--- src/rtl/sfed_pkg.sv ---
// Shared types and constants for the sync-word frame deframer.
`default_nettype none
package sfed_pkg;

	localparam int NumEncodersDefault = 4;
	localparam int SyncLen = 8;
	localparam logic [7:0] SyncEven = 8'hAA;
	localparam logic [7:0] SyncOdd = 8'h55;

	localparam logic [1:0] StatusOk = 2'd0;
	localparam logic [1:0] StatusNoSync = 2'd1;
	localparam logic [1:0] StatusBad = 2'd2;

	localparam int TokDepth = 2;
	localparam int ResDepth = 2;

	typedef struct packed {
		logic [7:0] rx_byte;
		logic       frame_start;
	} in_item_t;

	typedef struct packed {
		logic [1:0]         enc_id;
		logic signed [31:0] enc_count;
		logic [1:0]         frame_status;
		logic [4:0]         sync_offset;
		logic               last_result;
	} out_item_t;

endpackage
`default_nettype wire

--- src/rtl/sync_framed_encoder_deframer_core.sv ---
// Top level of the sync-word frame deframer for encoder counts.
// The input side is a queue: a request (one received byte and its frame_start flag)
// is taken on a clock edge with push high and full low. A frame holds 8 + 1 + 4 * N
// bytes; frame_start puts its byte at position 0, and the last position closes the frame.
// Two frame banks let the next frame fill while the previous one is evaluated; full rises
// only while both banks wait for evaluation.
// The evaluator reads the frame one byte at a time, each byte in a read state and a check
// state: the sync search scans up to frame length + 7 positions, then the status byte is
// checked, and each count is built from four bytes and then emitted as a result.
// The output side is a queue: while empty is low the oldest result is on result, and it
// is taken on an edge with pop high. A stalled receiver fills the two-entry result queue
// and then holds the evaluator, which in turn holds the banks and finally the input.
// The configuration channel writes the expected status byte on cfg_valid and cfg_ready;
// cfg_ready is always high. Reset clears the fill position, the queues and the status
// value; the frame banks are not cleared.
`default_nettype none
module sync_framed_encoder_deframer_core #(
	parameter int NumEncoders = sfed_pkg::NumEncodersDefault
) (
	input  wire logic                clk,
	input  wire logic                arst_n,
	input  wire logic                push,
	output logic                     full,
	input  wire sfed_pkg::in_item_t  item,
	output logic                     empty,
	input  wire logic                pop,
	output sfed_pkg::out_item_t      result,
	input  wire logic                cfg_valid,
	output logic                     cfg_ready,
	input  wire logic [7:0]          cfg_data
);

	localparam int FrameLen = sfed_pkg::SyncLen + 1 + 4 * NumEncoders;
	localparam int PosW = $clog2(FrameLen);
	localparam int ResW = $bits(sfed_pkg::out_item_t);

	logic                wr_en;
	logic [PosW:0]       wr_addr;
	logic [7:0]          wr_data;
	logic                tok_push;
	logic                tok_bank_in;
	logic                tok_bank_out;
	logic                tok_empty;
	logic                tok_pop;
	logic                frame_done;
	logic                res_full;
	logic                res_push;
	sfed_pkg::out_item_t res_data;
	logic [ResW-1:0]     res_dout;

	assign cfg_ready = 1'b1;
	assign result = sfed_pkg::out_item_t'(res_dout);

	sfed_front #(
		.NumEncoders(NumEncoders)
	) u_front (
		.clk       (clk),
		.arst_n    (arst_n),
		.push      (push),
		.full      (full),
		.item      (item),
		.wr_en     (wr_en),
		.wr_addr   (wr_addr),
		.wr_data   (wr_data),
		.tok_push  (tok_push),
		.tok_bank  (tok_bank_in),
		.frame_done(frame_done)
	);

	sfed_fifo #(
		.Width(1),
		.Depth(sfed_pkg::TokDepth)
	) u_tok_fifo (
		.clk   (clk),
		.arst_n(arst_n),
		.push  (tok_push),
		.din   (tok_bank_in),
		.full  (),
		.pop   (tok_pop),
		.empty (tok_empty),
		.dout  (tok_bank_out)
	);

	sfed_back #(
		.NumEncoders(NumEncoders)
	) u_back (
		.clk       (clk),
		.arst_n    (arst_n),
		.wr_en     (wr_en),
		.wr_addr   (wr_addr),
		.wr_data   (wr_data),
		.cfg_we    (cfg_valid),
		.cfg_data  (cfg_data),
		.tok_empty (tok_empty),
		.tok_bank  (tok_bank_out),
		.tok_pop   (tok_pop),
		.res_full  (res_full),
		.res_push  (res_push),
		.res_data  (res_data),
		.frame_done(frame_done)
	);

	sfed_fifo #(
		.Width(ResW),
		.Depth(sfed_pkg::ResDepth)
	) u_res_fifo (
		.clk   (clk),
		.arst_n(arst_n),
		.push  (res_push),
		.din   (res_data),
		.full  (res_full),
		.pop   (pop),
		.empty (empty),
		.dout  (res_dout)
	);

endmodule
`default_nettype wire

--- src/rtl/sfed_fifo.sv ---
// Small synchronous queue with registered storage.
`default_nettype none
module sfed_fifo #(
	parameter int Width = 1,
	parameter int Depth = 2
) (
	input  wire logic             clk,
	input  wire logic             arst_n,
	input  wire logic             push,
	input  wire logic [Width-1:0] din,
	output logic                  full,
	input  wire logic             pop,
	output logic                  empty,
	output logic [Width-1:0]      dout
);

	localparam int AddrW = (Depth > 1) ? $clog2(Depth) : 1;
	localparam int CntW = $clog2(Depth + 1);

	logic [Width-1:0] mem_q [Depth];
	logic [AddrW-1:0] wr_ptr_q;
	logic [AddrW-1:0] rd_ptr_q;
	logic [CntW-1:0]  count_q;
	logic             do_push;
	logic             do_pop;

	assign full = (count_q == CntW'(Depth));
	assign empty = (count_q == '0);
	assign do_push = push && !full;
	assign do_pop = pop && !empty;
	assign dout = mem_q[rd_ptr_q];

	always_ff @(posedge clk) begin
		if (do_push) begin
			mem_q[wr_ptr_q] <= din;
		end
	end

	always_ff @(posedge clk or negedge arst_n) begin
		if (!arst_n) begin
			wr_ptr_q <= '0;
			rd_ptr_q <= '0;
			count_q <= '0;
		end else begin
			if (do_push) begin
				wr_ptr_q <= (wr_ptr_q == AddrW'(Depth - 1)) ? '0 : wr_ptr_q + 1'b1;
			end
			if (do_pop) begin
				rd_ptr_q <= (rd_ptr_q == AddrW'(Depth - 1)) ? '0 : rd_ptr_q + 1'b1;
			end
			if (do_push && !do_pop) begin
				count_q <= count_q + 1'b1;
			end else if (do_pop && !do_push) begin
				count_q <= count_q - 1'b1;
			end
		end
	end

endmodule
`default_nettype wire

--- src/rtl/sfed_front.sv ---
// Front part: accepts received bytes and fills one of two frame banks.
`default_nettype none
module sfed_front #(
	parameter int NumEncoders = sfed_pkg::NumEncodersDefault
) (
	input  wire logic                 clk,
	input  wire logic                 arst_n,
	input  wire logic                 push,
	output logic                      full,
	input  wire sfed_pkg::in_item_t   item,
	output logic                      wr_en,
	output logic [$clog2(sfed_pkg::SyncLen + 1 + 4 * NumEncoders):0] wr_addr,
	output logic [7:0]                wr_data,
	output logic                      tok_push,
	output logic                      tok_bank,
	input  wire logic                 frame_done
);

	localparam int FrameLen = sfed_pkg::SyncLen + 1 + 4 * NumEncoders;
	localparam int PosW = $clog2(FrameLen);

	logic [PosW-1:0] fill_q;
	logic            wbank_q;
	logic [1:0]      busy_q;
	logic            accept;
	logic [PosW-1:0] pos;
	logic            complete;

	assign full = (busy_q == 2'd2);
	assign accept = push && !full;
	assign pos = item.frame_start ? '0 : fill_q;
	assign complete = accept && (pos == PosW'(FrameLen - 1));

	assign wr_en = accept;
	assign wr_addr = {wbank_q, pos};
	assign wr_data = item.rx_byte;
	assign tok_push = complete;
	assign tok_bank = wbank_q;

	always_ff @(posedge clk or negedge arst_n) begin
		if (!arst_n) begin
			fill_q <= '0;
			wbank_q <= 1'b0;
			busy_q <= 2'd0;
		end else begin
			if (accept) begin
				if (complete) begin
					fill_q <= '0;
					wbank_q <= !wbank_q;
				end else begin
					fill_q <= pos + 1'b1;
				end
			end
			case ({complete, frame_done})
				2'b10: busy_q <= busy_q + 1'b1;
				2'b01: busy_q <= busy_q - 1'b1;
				default: busy_q <= busy_q;
			endcase
		end
	end

endmodule
`default_nettype wire

--- src/rtl/sfed_back.sv ---
// Back part: holds the frame banks, finds the sync word and builds the results.
`default_nettype none
module sfed_back #(
	parameter int NumEncoders = sfed_pkg::NumEncodersDefault
) (
	input  wire logic                 clk,
	input  wire logic                 arst_n,
	input  wire logic                 wr_en,
	input  wire logic [$clog2(sfed_pkg::SyncLen + 1 + 4 * NumEncoders):0] wr_addr,
	input  wire logic [7:0]           wr_data,
	input  wire logic                 cfg_we,
	input  wire logic [7:0]           cfg_data,
	input  wire logic                 tok_empty,
	input  wire logic                 tok_bank,
	output logic                      tok_pop,
	input  wire logic                 res_full,
	output logic                      res_push,
	output sfed_pkg::out_item_t       res_data,
	output logic                      frame_done
);

	localparam int FrameLen = sfed_pkg::SyncLen + 1 + 4 * NumEncoders;
	localparam int PosW = $clog2(FrameLen);
	localparam int MemDepth = 2 ** (PosW + 1);
	localparam int ScanLen = FrameLen + sfed_pkg::SyncLen - 1;
	localparam int ScanW = $clog2(ScanLen);
	localparam int EncW = (NumEncoders > 1) ? $clog2(NumEncoders) : 1;
	localparam int MatchW = $clog2(sfed_pkg::SyncLen + 1);

	localparam logic [3:0] S_IDLE = 4'd0;
	localparam logic [3:0] S_SCAN_RD = 4'd1;
	localparam logic [3:0] S_SCAN_CHK = 4'd2;
	localparam logic [3:0] S_STAT_RD = 4'd3;
	localparam logic [3:0] S_STAT_CHK = 4'd4;
	localparam logic [3:0] S_DATA_RD = 4'd5;
	localparam logic [3:0] S_DATA_CHK = 4'd6;
	localparam logic [3:0] S_EMIT = 4'd7;

	logic [7:0]          mem [MemDepth];
	logic [7:0]          rdata_q;
	logic [3:0]          state_q;
	logic [7:0]          status_ok_q;
	logic                bank_q;
	logic [PosW-1:0]     ptr_q;
	logic [PosW-1:0]     ptr_next;
	logic [ScanW-1:0]    scan_q;
	logic [ScanW-1:0]    start;
	logic [MatchW-1:0]   mcnt_q;
	logic [MatchW-1:0]   match_next;
	logic [7:0]          expected;
	logic [PosW-1:0]     offset_q;
	logic [EncW-1:0]     enc_q;
	logic [1:0]          bc_q;
	logic [23:0]         count_q;
	sfed_pkg::out_item_t res_q;
	logic                found;
	logic                scan_last;
	logic                enc_last;
	logic                status_bad;

	assign ptr_next = (ptr_q == PosW'(FrameLen - 1)) ? '0 : ptr_q + 1'b1;
	assign scan_last = (scan_q == ScanW'(ScanLen - 1));
	assign enc_last = (enc_q == EncW'(NumEncoders - 1));
	assign start = scan_q - ScanW'(sfed_pkg::SyncLen - 1);
	assign status_bad = (rdata_q != status_ok_q);

	// The pattern alternates, so a mismatch falls back to one matched byte on 0xAA.
	always_comb begin
		expected = mcnt_q[0] ? sfed_pkg::SyncOdd : sfed_pkg::SyncEven;
		if (rdata_q == expected) begin
			match_next = mcnt_q + 1'b1;
		end else if (rdata_q == sfed_pkg::SyncEven) begin
			match_next = MatchW'(1);
		end else begin
			match_next = '0;
		end
	end
	assign found = (match_next == MatchW'(sfed_pkg::SyncLen));

	assign tok_pop = (state_q == S_IDLE) && !tok_empty;
	assign res_push = (state_q == S_EMIT) && !res_full;
	assign res_data = res_q;
	assign frame_done = res_push && res_q.last_result;

	always_ff @(posedge clk) begin
		if (wr_en) begin
			mem[wr_addr] <= wr_data;
		end
		rdata_q <= mem[{bank_q, ptr_q}];
	end

	always_ff @(posedge clk or negedge arst_n) begin
		if (!arst_n) begin
			state_q <= S_IDLE;
			status_ok_q <= 8'd0;
		end else begin
			if (cfg_we) begin
				status_ok_q <= cfg_data;
			end
			unique case (state_q)
				S_IDLE: begin
					if (!tok_empty) begin
						state_q <= S_SCAN_RD;
					end
				end
				S_SCAN_RD: state_q <= S_SCAN_CHK;
				S_SCAN_CHK: begin
					if (found) begin
						state_q <= S_STAT_RD;
					end else if (scan_last) begin
						state_q <= S_EMIT;
					end else begin
						state_q <= S_SCAN_RD;
					end
				end
				S_STAT_RD: state_q <= S_STAT_CHK;
				S_STAT_CHK: state_q <= status_bad ? S_EMIT : S_DATA_RD;
				S_DATA_RD: state_q <= S_DATA_CHK;
				S_DATA_CHK: state_q <= (bc_q == 2'd3) ? S_EMIT : S_DATA_RD;
				S_EMIT: begin
					if (!res_full) begin
						state_q <= res_q.last_result ? S_IDLE : S_DATA_RD;
					end
				end
				default: state_q <= S_IDLE;
			endcase
		end
	end

	always_ff @(posedge clk) begin
		unique case (state_q)
			S_IDLE: begin
				if (!tok_empty) begin
					bank_q <= tok_bank;
					ptr_q <= '0;
					scan_q <= '0;
					mcnt_q <= '0;
				end
			end
			S_SCAN_CHK: begin
				mcnt_q <= match_next;
				ptr_q <= ptr_next;
				scan_q <= scan_q + 1'b1;
				if (found) begin
					offset_q <= start[PosW-1:0];
				end else if (scan_last) begin
					res_q <= '{enc_id: 2'd0, enc_count: 32'sd0,
						frame_status: sfed_pkg::StatusNoSync, sync_offset: 5'd0,
						last_result: 1'b1};
				end
			end
			S_STAT_CHK: begin
				ptr_q <= ptr_next;
				enc_q <= '0;
				bc_q <= 2'd0;
				if (status_bad) begin
					res_q <= '{enc_id: 2'd0, enc_count: 32'sd0,
						frame_status: sfed_pkg::StatusBad,
						sync_offset: 5'(32'(offset_q)), last_result: 1'b1};
				end
			end
			S_DATA_CHK: begin
				count_q <= {count_q[15:0], rdata_q};
				ptr_q <= ptr_next;
				bc_q <= bc_q + 1'b1;
				if (bc_q == 2'd3) begin
					res_q <= '{enc_id: 2'(32'(enc_q)),
						enc_count: {count_q, rdata_q},
						frame_status: sfed_pkg::StatusOk,
						sync_offset: 5'(32'(offset_q)), last_result: enc_last};
				end
			end
			S_EMIT: begin
				if (!res_full && !res_q.last_result) begin
					enc_q <= enc_q + 1'b1;
				end
			end
			default: begin
			end
		endcase
	end

endmodule
`default_nettype wire

--- config.mk ---
export PLATFORM = sky130hd
export DESIGN_NAME = sync_framed_encoder_deframer_core
export DESIGN_NICKNAME = d
export VERILOG_FILES = /design/src/rtl/sfed_pkg.sv /design/src/rtl/sync_framed_encoder_deframer_core.sv /design/src/rtl/sfed_fifo.sv /design/src/rtl/sfed_front.sv /design/src/rtl/sfed_back.sv
export SDC_FILE = /design/constraint.sdc
export NUM_CORES = 1
export LEC_CHECK = 0
export BUFFER_PORTS_ARGS = -buffer_cell sky130_fd_sc_hd__buf_2
export CAP_MARGIN = 20
export CORE_MARGIN = 3
export CORE_UTILIZATION = 40
export DETAILED_ROUTE_END_ITERATION = 12
export GPL_TIMING_DRIVEN = 0
export PLACE_DENSITY = 0.63
export SYNTH_ARGS = -nofsm -noshare
export SYNTH_HDL_FRONTEND = slang
export SYNTH_SLANG_ARGS = --single-unit
--- constraint.sdc ---
create_clock -name clk -period 8.1 [get_ports clk]
set_input_delay 1.62 -clock clk [delete_from_list [all_inputs] [get_ports clk]]
set_output_delay 1.62 -clock clk [all_outputs]
set_load 0.05 [all_outputs]
==> metrics.md <==
| Metric | Value |
|---|---|
| Reg2Reg Setup Slack | 4.81 ns |
| Die height | 273 um |
| Cell area after layout | 0.0325 mm^2 |
| Fraction of registers with async set/reset | 3.73% |
| Worst hold path class | flop to flop |
| Mapped Avg Cell Area | 18.4 um^2 |
| H-Tree Depth | 3 |
| Detailed Routing Iterations Pass 1 | 6 |
| Final WL | 70.5 mm |
| Worst vdd ir | 230 uV |
| Total number of vias | 15,100 |
| Synthesis Warnings | 0 |
| CTS Buf Count | 72 |
| CP Class | flop to primary output |
| Area Overhead vs Synth | 14.4% |
| Die ar. | 0.0743 mm^2 |
| Layout Cells excl Fill | 2,697 |
| IO buf count | 64 |
| # nets final | 1,734 |
| Slew @ Worst Pin | 1.05 ns |
| Largest area contributor in the netlist | edfxtp_1 |
| Setup Viol. Count Final | 0 |
| Unrepaired setup endpoints after global routing | false |
| Filler instances | 5,937 |
| Most common cell after layout, fill and taps aside | edfxtp_1 |
| Vias per std cell | 5.59 |
| Slew headroom | 29.6% |
| Post_cts resized | 0 |
| Mapped Area | 0.0284 mm^2 |
| Top FF cell, synth | edfxtp_1 |
| DRC viols | 0 |
| Placed wire-length estimate | 46.6 mm |
| Synth area leaders | edfxtp_1 (73%), mux4_2 (5.9%), mux2i_1 (3.2%) |
| Routability cong. | 0.898 |
| Leakage power | 10.8 nW |
| Initial antenna violation count | 2 |
| Dpl ws | 3.52 ns |
| Post-CTS Setup Inserts | 0 |
| Status | finished clean |
| Sequential-to-total area share from yosys stat | 75.6% |
| CP Capture Type | primary output |
| Largest fanout on the critical path | 10 |
| DR WL/cell | 26.2 um |
| Reg2reg start | u_back.ptr_q[3] |
| Worst skew pair latency | 0.62 ns |
| Final setup TNS | 0 ns |
| CP Launch Type | flop |
| Core region area | 0.0703 mm^2 |
| Cells after Synth | 1,548 |
| Hold_ws | 0.439 ns |
| Initial cell density of the core | 40.4% |
| Crit path from | u_res_fifo.rd_ptr_q |
| Worst Hold Launch | u_back.count_q[11] |
| Final Hold Viols | 0 |
| Clock transition at the registers of the reported paths | 0.06 ns |
| Syn nets | 1,582 |
| Post-synthesis register bit count | 723 |
| Area share of the largest cell type after synthesis | 72.7% |
| Global route overflow | 0 |
| DR iter-0 viols | 1,888 |
| Clock Skew | 0.0287 ns |
| Antenna Nets Post-Route | 0 |
| GR Util All Layers | 19.0% |
| Die X | 273 um |
| First-pass GRT wire length | 103 mm |
| CTS sink count | 723 |
| Max clock buf depth | 3 |
| Final Util | 46.3% |
| Share of post-route cells with drive strength above 1 | 21.4% |
| Cell Pwr Density | 361 mW/mm^2 |
| Site Rows | 97 |
| FMAX | 245 MHz |
| Vias in the first global route | 14,700 |
| Crit path arrival time | 2.47 ns |
| CTS tree | built |
| Largest net degree at the start of global routing | 65 |
| Clock root cell | clkbuf_16 |
| CTS Hold Bufs | 0 |
| Placed cell count | 2,564 |
| DP Area | 0.0302 mm^2 |
| Final period utilization | 50.4% |
| Post-synthesis cell type count | 67 |
| Max-Cap Viols | 0 |
| CP required | 6.48 ns |
| Min cycle time layout | 4.09 ns |
| Total power | 11.7 mW |
| Most frequent cells in the layout | edfxtp_1 (688), nor2_1 (109), mux2i_1 (91) |
| Ports | 67 |
| Final worst slack | 4.01 ns |
| Slew Viols, Final | 0 |
| Post-synth EDFFs | 688 |
[cells in the mapped netlist (4+ instances only)]
library cell and number:
o21ai_0 28, inv_1 16, dfrtp_1 27, a211oi_1 10, xnor2_1 10, o31ai_1 4
xor2_1 21, a31oi_1 4, nor3_1 6, mux2_2 69, or2_2 5, o22ai_1 21
ha_1 12, a2111oi_2 4, and3_1 36, nor2b_1 11, buf_2 22, o21ai_1 7
nand2_1 48, nor3b_1 4, a32o_1 6, a221oi_1 9, buf_12 6, buf_6 9
a22oi_1 12, edfxtp_1 688, mux2i_1 91, nand2b_1 15, a21oi_1 28, o221ai_1 9
nor2_1 110, dfxtp_1 8, clkbuf_1 40, and2_1 13, nand3b_1 6, nand3_1 12
mux4_2 74
[layout make-up]
cell class	count	area, um^2	area share, %
antenna	1	2.50	0.00770
buffer	86	561	1.72
clock buffer	102	2000	6.15
clock inverter	28	279	0.858
inverter	17	63.8	0.196
multi-input combinational	722	6330	19.5
sequential	723	21500	66.1
tap	940	1180	3.62
timing repair buffer	78	601	1.85
[critical path: stages (launching register included)]
cell and delay, ns:
dfrtp_1 0.32, clkbuf_1 0.32, clkbuf_1 0.58, mux2_2 0.43, buf_2 0.21
[kinds of logic (layout without fill, tap and decap cells)]
group	count (synthesis)	count (layout)	synth area share, %
buffers and inverters	103	311	2.20
adders and majority gates	12	12	0.528
xor gates and xnor gates	31	31	0.955
muxes	236	236	11.9
other	1	2	0.0132
DFF	723	723	75.6
AOI/OAI and AO/OA	158	158	3.86
and+or+nand+nor	284	284	4.94
[report_power, final]
group          total (mW)  switching (mW)  leakage (nW)  internal (mW)
Combinational        3.69            2.43          3.08           1.26
Sequential           4.82           0.190          6.64           4.63
Clock                3.24            1.36          1.10           1.88
Total                11.7            3.97          10.8           7.77
[worst paths after layout]
| kind | end | cells after the start |
|---|---|---|
| max | result[12] | 4 |
| min | u_back.count_q[19] | 0 |
| max reg2reg | u_back.rdata_q[3] | 6 |
| min reg2reg | u_back.count_q[19] | 0 |
| max in group asynchronous | u_back.status_ok_q[2] | 1 |
| min in group asynchronous | u_tok_fifo.count_q[0] | 1 |
[flip-flops by register name, summed over array words and instances, names as in the netlist, 3 cells and up]
| name | count |
|---|---|
| u_back.mem | 512 |
| u_res_fifo.mem_q | 84 |
| u_back.res_data | 42 |
| u_back.count_q | 24 |
| u_back.rdata_q | 8 |
| u_back.status_ok_q | 8 |
| u_back.offset_q | 5 |
| u_back.ptr_q | 5 |
| u_back.scan_q | 5 |
| u_front.fill_q | 5 |
| u_back.mcnt_q | 4 |
| u_back.state_q | 3 |
[metal layers]
| metal | track usage (%) | vias up | wire (um) |
|---|---|---|---|
| met5 | 0 | - | 13 |
| met4 | 5.96 | 2 | 2130 |
| met3 | 4.18 | 146 | 6220 |
| met2 | 29.9 | 765 | 32900 |
| met1 | 26.6 | 7750 | 29300 |
| li1 | - | 6412 | - |
No activity file was read; power rests on OpenSTA's default activity.
